## src/design/rfrd_pkg.sv

```systemverilog
// ----------------------------------------------------------------------------
// rfrd_pkg
// Shared types and constants for the run-length frame decoder.
// ----------------------------------------------------------------------------
package rfrd_pkg;

    // Pixel count of one frame, used for the past-end flag
    localparam int FRAME_PIXELS = 64000;

    localparam int BYTE_W   = 8;
    localparam int OFFSET_W = 17;
    localparam int LENGTH_W = 16;
    localparam int COLOR_W  = 8;

    localparam logic [OFFSET_W-1:0] OFFSET_MAX = {OFFSET_W{1'b1}};

    // Opcodes of the compressed stream
    localparam logic [BYTE_W-1:0] OP_END    = 8'd0;
    localparam logic [BYTE_W-1:0] OP_SINGLE = 8'd1;
    localparam logic [BYTE_W-1:0] OP_DOUBLE = 8'd2;
    localparam logic [BYTE_W-1:0] OP_FILL8  = 8'd3;
    // Lowest opcode of the 16-bit count fill; every higher value means the same
    localparam logic [BYTE_W-1:0] OP_FILL16 = 8'd4;

    // Widths of the stream words
    localparam int S_TDATA_W = 8;
    localparam int S_TUSER_W = 1;
    localparam int M_TDATA_W = 48;
    localparam int M_TUSER_W = 2;

    // Parser phase, one-hot
    typedef enum logic [5:0] {
        PH_OPCODE = 6'b000001,
        PH_COLOR  = 6'b000010,
        PH_CNT8   = 6'b000100,
        PH_CNT_LO = 6'b001000,
        PH_CNT_HI = 6'b010000,
        PH_IDLE   = 6'b100000
    } phase_t;

    // One input word
    typedef struct packed {
        logic [BYTE_W-1:0] data_byte;
        logic              frame_start;
    } in_item_t;

    // One run command
    typedef struct packed {
        logic [OFFSET_W-1:0] run_start;
        logic [LENGTH_W-1:0] run_length;
        logic [COLOR_W-1:0]  run_color;
        logic                is_skip;
        logic                frame_end;
        logic                past_end;
    } run_t;

    // Result of parsing one byte
    typedef struct packed {
        logic valid;
        run_t run;
    } parse_result_t;

endpackage

```

## src/design/rfrd_in_stage.sv

```systemverilog
// ----------------------------------------------------------------------------
// rfrd_in_stage
// Input register: holds one accepted byte until the parser consumes it.
// ----------------------------------------------------------------------------
module rfrd_in_stage (
    input  logic                          aclk,
    input  logic                          aresetn,
    input  logic                          s_tvalid,
    output logic                          s_tready,
    input  rfrd_pkg::in_item_t            s_item,
    input  logic                          consume,
    output logic                          item_valid,
    output rfrd_pkg::in_item_t            item
);
    import rfrd_pkg::*;

    logic     valid_reg;
    logic     valid_next;
    in_item_t item_reg;
    logic     accept;

    // Take a new word when empty or when the held one leaves this cycle
    assign s_tready = !valid_reg || consume;
    assign accept   = s_tvalid && s_tready;

    always_comb begin
        valid_next = valid_reg;
        if (accept) begin
            valid_next = 1'b1;
        end else if (consume) begin
            valid_next = 1'b0;
        end
    end

    always_ff @(posedge aclk) begin
        if (!aresetn) begin
            valid_reg <= 1'b0;
        end else begin
            valid_reg <= valid_next;
        end
    end

    // Payload needs no reset
    always_ff @(posedge aclk) begin
        if (accept) begin
            item_reg <= s_item;
        end
    end

    assign item_valid = valid_reg;
    assign item       = item_reg;

endmodule

```

## src/design/rfrd_parser.sv

```systemverilog
// ----------------------------------------------------------------------------
// rfrd_parser
// Opcode/operand parser: tracks phase, offset and count, builds run commands.
// ----------------------------------------------------------------------------
module rfrd_parser (
    input  logic                          aclk,
    input  logic                          aresetn,
    input  logic                          step,
    input  rfrd_pkg::in_item_t            item,
    output rfrd_pkg::parse_result_t       result
);
    import rfrd_pkg::*;

    localparam logic [OFFSET_W:0] FRAME_LIMIT = (OFFSET_W+1)'(FRAME_PIXELS);

    phase_t              phase_reg;
    phase_t              phase_next;
    logic [OFFSET_W-1:0] offset_reg;
    logic [OFFSET_W-1:0] offset_next;
    logic [LENGTH_W-1:0] count_reg;
    logic [LENGTH_W-1:0] count_next;

    phase_t              phase_cur;
    logic [OFFSET_W-1:0] offset_cur;
    logic [LENGTH_W-1:0] count_cur;
    logic [OFFSET_W:0]   run_end;
    logic [BYTE_W-1:0]   b;

    assign b = item.data_byte;

    // Frame start restarts the parser before this byte is looked at
    always_comb begin
        if (item.frame_start) begin
            phase_cur  = PH_OPCODE;
            offset_cur = '0;
            count_cur  = '0;
        end else begin
            phase_cur  = phase_reg;
            offset_cur = offset_reg;
            count_cur  = count_reg;
        end
    end

    assign run_end = {1'b0, offset_cur} + {{(OFFSET_W+1-LENGTH_W){1'b0}}, count_cur};

    // Decode one byte
    always_comb begin
        phase_next  = phase_cur;
        offset_next = offset_cur;
        count_next  = count_cur;
        result      = '0;
        case (phase_cur)
            PH_OPCODE: begin
                if (b == OP_END) begin
                    result.valid         = 1'b1;
                    result.run.run_start = offset_cur;
                    result.run.frame_end = 1'b1;
                    phase_next           = PH_IDLE;
                    count_next           = '0;
                end else if (b == OP_SINGLE) begin
                    count_next = LENGTH_W'(1);
                    phase_next = PH_COLOR;
                end else if (b == OP_DOUBLE) begin
                    count_next = LENGTH_W'(2);
                    phase_next = PH_COLOR;
                end else if (b == OP_FILL8) begin
                    count_next = '0;
                    phase_next = PH_CNT8;
                end else begin
                    count_next = '0;
                    phase_next = PH_CNT_LO;
                end
            end
            PH_CNT8: begin
                count_next = {{(LENGTH_W-BYTE_W){1'b0}}, b};
                phase_next = PH_COLOR;
            end
            PH_CNT_LO: begin
                count_next = {{(LENGTH_W-BYTE_W){1'b0}}, b};
                phase_next = PH_CNT_HI;
            end
            PH_CNT_HI: begin
                count_next = {b, count_cur[BYTE_W-1:0]};
                phase_next = PH_COLOR;
            end
            PH_COLOR: begin
                result.valid          = 1'b1;
                result.run.run_start  = offset_cur;
                result.run.run_length = count_cur;
                result.run.run_color  = b;
                result.run.is_skip    = (b == '0);
                result.run.past_end   = (run_end > FRAME_LIMIT);
                // Saturate the offset at its top value
                offset_next = run_end[OFFSET_W] ? OFFSET_MAX : run_end[OFFSET_W-1:0];
                count_next  = '0;
                phase_next  = PH_OPCODE;
            end
            default: begin
                // Idle after frame end: drop bytes until a frame start
                phase_next = phase_cur;
            end
        endcase
    end

    always_ff @(posedge aclk) begin
        if (!aresetn) begin
            phase_reg  <= PH_OPCODE;
            offset_reg <= '0;
            count_reg  <= '0;
        end else if (step) begin
            phase_reg  <= phase_next;
            offset_reg <= offset_next;
            count_reg  <= count_next;
        end
    end

endmodule

```

## src/design/rfrd_out_stage.sv

```systemverilog
// ----------------------------------------------------------------------------
// rfrd_out_stage
// Result register: holds one run command until the sink takes it.
// ----------------------------------------------------------------------------
module rfrd_out_stage (
    input  logic                          aclk,
    input  logic                          aresetn,
    input  logic                          load,
    input  rfrd_pkg::run_t                run_in,
    output logic                          out_free,
    output logic                          m_tvalid,
    input  logic                          m_tready,
    output rfrd_pkg::run_t                run_out
);
    import rfrd_pkg::*;

    logic valid_reg;
    logic valid_next;
    run_t run_reg;

    // Slot is free when empty or when the held word leaves this cycle
    assign out_free = !valid_reg || m_tready;

    always_comb begin
        valid_next = valid_reg;
        if (load) begin
            valid_next = 1'b1;
        end else if (m_tready) begin
            valid_next = 1'b0;
        end
    end

    always_ff @(posedge aclk) begin
        if (!aresetn) begin
            valid_reg <= 1'b0;
        end else begin
            valid_reg <= valid_next;
        end
    end

    always_ff @(posedge aclk) begin
        if (load) begin
            run_reg <= run_in;
        end
    end

    assign m_tvalid = valid_reg;
    assign run_out  = run_reg;

endmodule

```

## src/design/rle_frame_run_decoder_unit.sv

```systemverilog
// ----------------------------------------------------------------------------
// rle_frame_run_decoder_unit
// Path: a run command shows on m_tvalid after its color byte is accepted and
// has passed the input register, then the result register.
// Throughput: one byte per cycle unless a run command waits for room in the result register.
// Reset: synchronous active-low aresetn empties both registers and puts the
// parser in the opcode phase with offset and count at zero.
// ----------------------------------------------------------------------------
module rle_frame_run_decoder_unit (
    input  logic                              aclk,
    input  logic                              aresetn,
    input  logic                              s_tvalid,
    output logic                              s_tready,
    input  logic [rfrd_pkg::S_TDATA_W-1:0]    s_tdata,   // [7:0] data_byte
    input  logic [rfrd_pkg::S_TUSER_W-1:0]    s_tuser,   // [0] frame_start
    output logic                              m_tvalid,
    input  logic                              m_tready,
    // [16:0] run_start, [32:17] run_length, [40:33] run_color, [47:41] zero
    output logic [rfrd_pkg::M_TDATA_W-1:0]    m_tdata,
    output logic [rfrd_pkg::M_TUSER_W-1:0]    m_tuser,   // [0] is_skip, [1] past_end
    output logic                              m_tlast    // frame_end
);
    import rfrd_pkg::*;

    in_item_t      s_item;
    in_item_t      item;
    logic          item_valid;
    logic          consume;
    logic          out_free;
    logic          load;
    parse_result_t result;
    run_t          run_out;

    assign s_item.data_byte   = s_tdata[BYTE_W-1:0];
    assign s_item.frame_start = s_tuser[0];

    rfrd_in_stage u_in (
        .aclk       (aclk),
        .aresetn    (aresetn),
        .s_tvalid   (s_tvalid),
        .s_tready   (s_tready),
        .s_item     (s_item),
        .consume    (consume),
        .item_valid (item_valid),
        .item       (item)
    );

    // Advance a byte unless its result has no room
    assign consume = item_valid && (!result.valid || out_free);
    assign load    = consume && result.valid;

    rfrd_parser u_parser (
        .aclk    (aclk),
        .aresetn (aresetn),
        .step    (consume),
        .item    (item),
        .result  (result)
    );

    rfrd_out_stage u_out (
        .aclk     (aclk),
        .aresetn  (aresetn),
        .load     (load),
        .run_in   (result.run),
        .out_free (out_free),
        .m_tvalid (m_tvalid),
        .m_tready (m_tready),
        .run_out  (run_out)
    );

    // Pack the result word
    assign m_tdata = {{(M_TDATA_W-OFFSET_W-LENGTH_W-COLOR_W){1'b0}},
                      run_out.run_color, run_out.run_length, run_out.run_start};
    assign m_tuser = {run_out.past_end, run_out.is_skip};
    assign m_tlast = run_out.frame_end;

endmodule

```

## config.mk

```make
export PLATFORM = sky130hd
export DESIGN_NAME = rle_frame_run_decoder_unit
export DESIGN_NICKNAME = d
export VERILOG_FILES = /design/src/design/rfrd_pkg.sv /design/src/design/rfrd_in_stage.sv /design/src/design/rfrd_parser.sv /design/src/design/rfrd_out_stage.sv /design/src/design/rle_frame_run_decoder_unit.sv
export SDC_FILE = /design/constraint.sdc
export NUM_CORES = 1
export LEC_CHECK = 0
export BUFFER_PORTS_ARGS = -buffer_cell sky130_fd_sc_hd__buf_2
export CELL_PAD_IN_SITES_DETAIL_PLACEMENT = 0
export CELL_PAD_IN_SITES_GLOBAL_PLACEMENT = 2
export CORE_MARGIN = 3
export CORE_UTILIZATION = 37
export CTS_CLUSTER_SIZE = 14
export DETAILED_ROUTE_END_ITERATION = 10
export GPL_TIMING_DRIVEN = 0
export HOLD_SLACK_MARGIN = 0.1
export PLACE_DENSITY = 0.81
export SYNTH_ARGS = -nofsm -noshare
export SYNTH_HDL_FRONTEND = slang
export SYNTH_SLANG_ARGS = --single-unit
```

## constraint.sdc

```tcl
create_clock -name aclk -period 5.6 [get_ports aclk]
set_input_delay 1.12 -clock aclk [delete_from_list [all_inputs] [get_ports aclk]]
set_output_delay 1.12 -clock aclk [all_outputs]
set_load 0.01 [all_outputs]
```

==> results.json <==
{
  "peakVddDrop_mv": 0.141,
  "rr_startpoint": "u_in.item[0]$_DFFE_PP_",
  "cts.repair.resized": 0,
  "cts_setup_buffers": 0,
  "firstDrtPassIters": 6,
  "crit_type": "reg2reg",
  "p_switching_mw": 0.325,
  "tritoncts": "done",
  "clock_latency_ns": 0.36,
  "cts_buffers": 9,
  "finClkSkew_ns": 0.0105,
  "grt_pass1_vias": 3608,
  "synth_edf_count": 53,
  "status": "complete, no violations",
  "yosysWarnings": 0,
  "critPathBufInv": 3,
  "p_comb_share_pct": 4.1,
  "ys_seq_elements": 94,
  "p_int_mw": 1.13,
  "arrival_ns": 4.71,
  "layout_min_cycle_time_ns": 4.63,
  "area_delta_synth_final_pct": 18.4,
  "avgSynthCellArea_sq_um": 10.3,
  "yosysSeqAreaShare_pct": 50.9,
  "drc": 0,
  "htree_levels": 3,
  "startpoint": "u_in.item[0]$_DFFE_PP_",
  "fp.dieW_microns": 119,
  "fin_util_pct": 45.7,
  "nets": 567,
  "cpLargestDelayFamily": "buffers and inverters",
  "path_cells": "clkbuf_1 -> clkbuf_1 -> clkbuf_1 -> nor2b_1 -> ha_1 -> and3_1 -> a221oi_1 -> xnor2_1 -> nor4_1 -> nand3_1 -> o311ai_0 -> o31ai_1",
  "cts.sinks": 94,
  "diodes": 0,
  "worstMarginPinSlew_ns": 1.28,
  "hold_viol": 0,
  "p_leak_nw": 2.07,
  "io_buffer_count": 58,
  "hold_path_class": "reg2reg",
  "num_rows": 40,
  "post-place-cells": 694,
  "max_freq_mhz": 216,
  "grt_use_total_pct": 18.0,
  "gp_congestion": 0.838,
  "slew_violations": 0,
  "netlist_area_sq_mm": 0.00474,
  "slew_headroom_pct": 14.5,
  "final_cell_mix": "buf_2 (60), edfxtp_1 (53), nor2_1 (48)",
  "synthArstFlopShare_pct": 0,
  "switching_share_pct": 22.4,
  "cp_num_cells": 12,
  "drtIter0Drc": 192,
  "fin_cells": 710,
  "endpoint_kind": "flop",
  "synth-main-ff-cell": "edfxtp_1",
  "mostFrequentLayoutCell": "buf_2",
  "cellPowerDensity_mw_per_mm2": 259,
  "hpwl_microns": 9060,
  "clock_path_buffers": 2,
  "min_from": "u_parser.offset_reg[15]$_SDFFE_PN0P_",
  "post-route-period-util_pct": 82.7,
  "cp.required_ns": 5.68,
  "critPathMaxStageDelay_ns": 0.56,
  "power.total_mw": 1.45,
  "clockPowerShare_pct": 45.0,
  "syn_inst": 461,
  "coreArea_sq_mm": 0.0123,
  "viasPerCell": 5.19,
  "antenna_found_initial": 0,
  "grt_max_degree": 32,
  "drive_gt1_share_pct": 19.2,
  "routed-via-count": 3682,
  "maxCapViolCount": 0,
  "fillers": 1177,
  "overflow": 0,
  "p_seq_share_pct": 50.9,
  "largest_reg_flops": 44,
  "pin_count": 66,
  "r2r-end": "u_out.run_out[0]$_SDFFCE_PN0P_",
  "worstSetupStartpointType": "flop",
  "cts-root-buf": "clkbuf_16",
  "path_clk_slew_ns": 0.07,
  "ys_types": 60,
  "crit_slowest_cell": "a221oi_1",
  "path_common_cell": "clkbuf_1",
  "die_y_microns": 119,
  "grt_pass1_wl_microns": 19600,
  "initial_utilization_pct": 38.6,
  "reg2reg_slack_ns": 0.97,
  "ff2ff_path_depth": 12,
  "wire_per_inst_microns": 17.5,
  "cts_hold_buf": 0,
  "setup_viol_count_final": 0,
  "path_max_fanout": 10,
  "postRouteAntennaNets": 0,
  "fin_tns_setup_ns": 0,
  "rsz0062_at_grt": "no",
  "crit_path_end": "u_out.run_out[0]$_SDFFCE_PN0P_",
  "routed_wl_microns": 12400,
  "dieArea_sq_mm": 0.0142
}
synthesized netlist by cell type, types with 9 or more instances:
master	instances	area, sq um
a211oi_1	11	82.6
a21oi_1	33	165
a22oi_1	17	128
and2_1	35	219
buf_4	9	67.6
clkbuf_1	17	63.8
dfxtp_1	41	821
edfxtp_1	53	1590
ha_1	16	200
inv_1	11	41.3
nand2_1	16	60.1
nor2_1	49	184
nor2b_1	30	188
nor3_1	16	80.1
xnor2_1	9	78.8
worst min path at each step:
stage,end,slack [ns],depth (start not counted)
after floorplan,u_parser.offset_reg[15]$_SDFFE_PN0P_,0.44,2
after global placement,u_parser.offset_reg[15]$_SDFFE_PN0P_,0.46,2
after detailed placement,u_parser.offset_reg[15]$_SDFFE_PN0P_,0.46,2
after CTS,u_parser.offset_reg[15]$_SDFFE_PN0P_,0.47,2
after global routing,u_parser.offset_reg[16]$_SDFFE_PN0P_,0.51,2
final,u_parser.offset_reg[15]$_SDFFE_PN0P_,0.48,2
area by class of cell:
cell class | instances | area, sq um | share of cell area (%)
Sequential cell | 94 | 2410 | 43.0
Multi-Input combinational cell | 332 | 2160 | 38.5
Timing Repair Buffer | 59 | 310 | 5.53
Clock buffer | 11 | 254 | 4.53
Tap cell | 168 | 210 | 3.75
Buffer | 29 | 153 | 2.72
Clock inverter | 5 | 65.1 | 1.16
Inverter | 12 | 45.0 | 0.803
stage by stage:
stage | setup slack (ns) | instance area [sq um] | hold WS (ns)
6_report | 0.972 | 5610 | 0.476
4_1_cts | 0.954 | 5610 | 0.470
2_1_floorplan | 1.57 | 4760 | 0.440
5_1_grt | 0.601 | 5610 | 0.507
3_5_place_dp | 0.969 | 5290 | 0.459
3_3_place_gp | 0.399 | 5260 | 0.457
layer usage:
metal,vias to the layer above,share of wire [%],GRT usage (%)
li1,1806,-,-
met1,1773,48,24.2
met2,88,46,28.8
met3,15,4.2,2.85
met4,0,1.6,7.31
met5,-,0,0
power groups by stage:
stage	Clock (mW)	Combinational [mW]	Sequential, mW
after floorplan	0	0.0381	0.751
after global placement	0	0.0586	0.754
after detailed placement	0	0.0594	0.754
after CTS	0.664	0.0596	0.738
after global routing	0.693	0.0654	0.739
final	0.652	0.0599	0.738
cell families (layout without fill, tap and decap cells):
| group | count (synthesis) | in the layout | synth area share, % |
|---|---|---|---|
| DFF | 94 | 94 | 50.9 |
| and+or+nand+nor | 181 | 181 | 20.4 |
| other | 1 | 7 | 0.0791 |
| AOI/OAI and AO/OA | 111 | 111 | 16.8 |
| adders and majority gates | 17 | 17 | 4.65 |
| buffers and inverters | 41 | 116 | 4.17 |
| xor gates and xnor gates | 16 | 16 | 2.96 |
worst register-to-register path, cell delays in order, from the launching register on:
cell and delay (ns):
edfxtp_1 0.33, clkbuf_1 0.40, clkbuf_1 0.44, clkbuf_1 0.45, nor2b_1 0.11, ha_1 0.37
and3_1 0.21, a221oi_1 0.56, xnor2_1 0.19, nor4_1 0.45, nand3_1 0.16, o311ai_0 0.51
o31ai_1 0.17
Power figures use the tool's default switching activity.
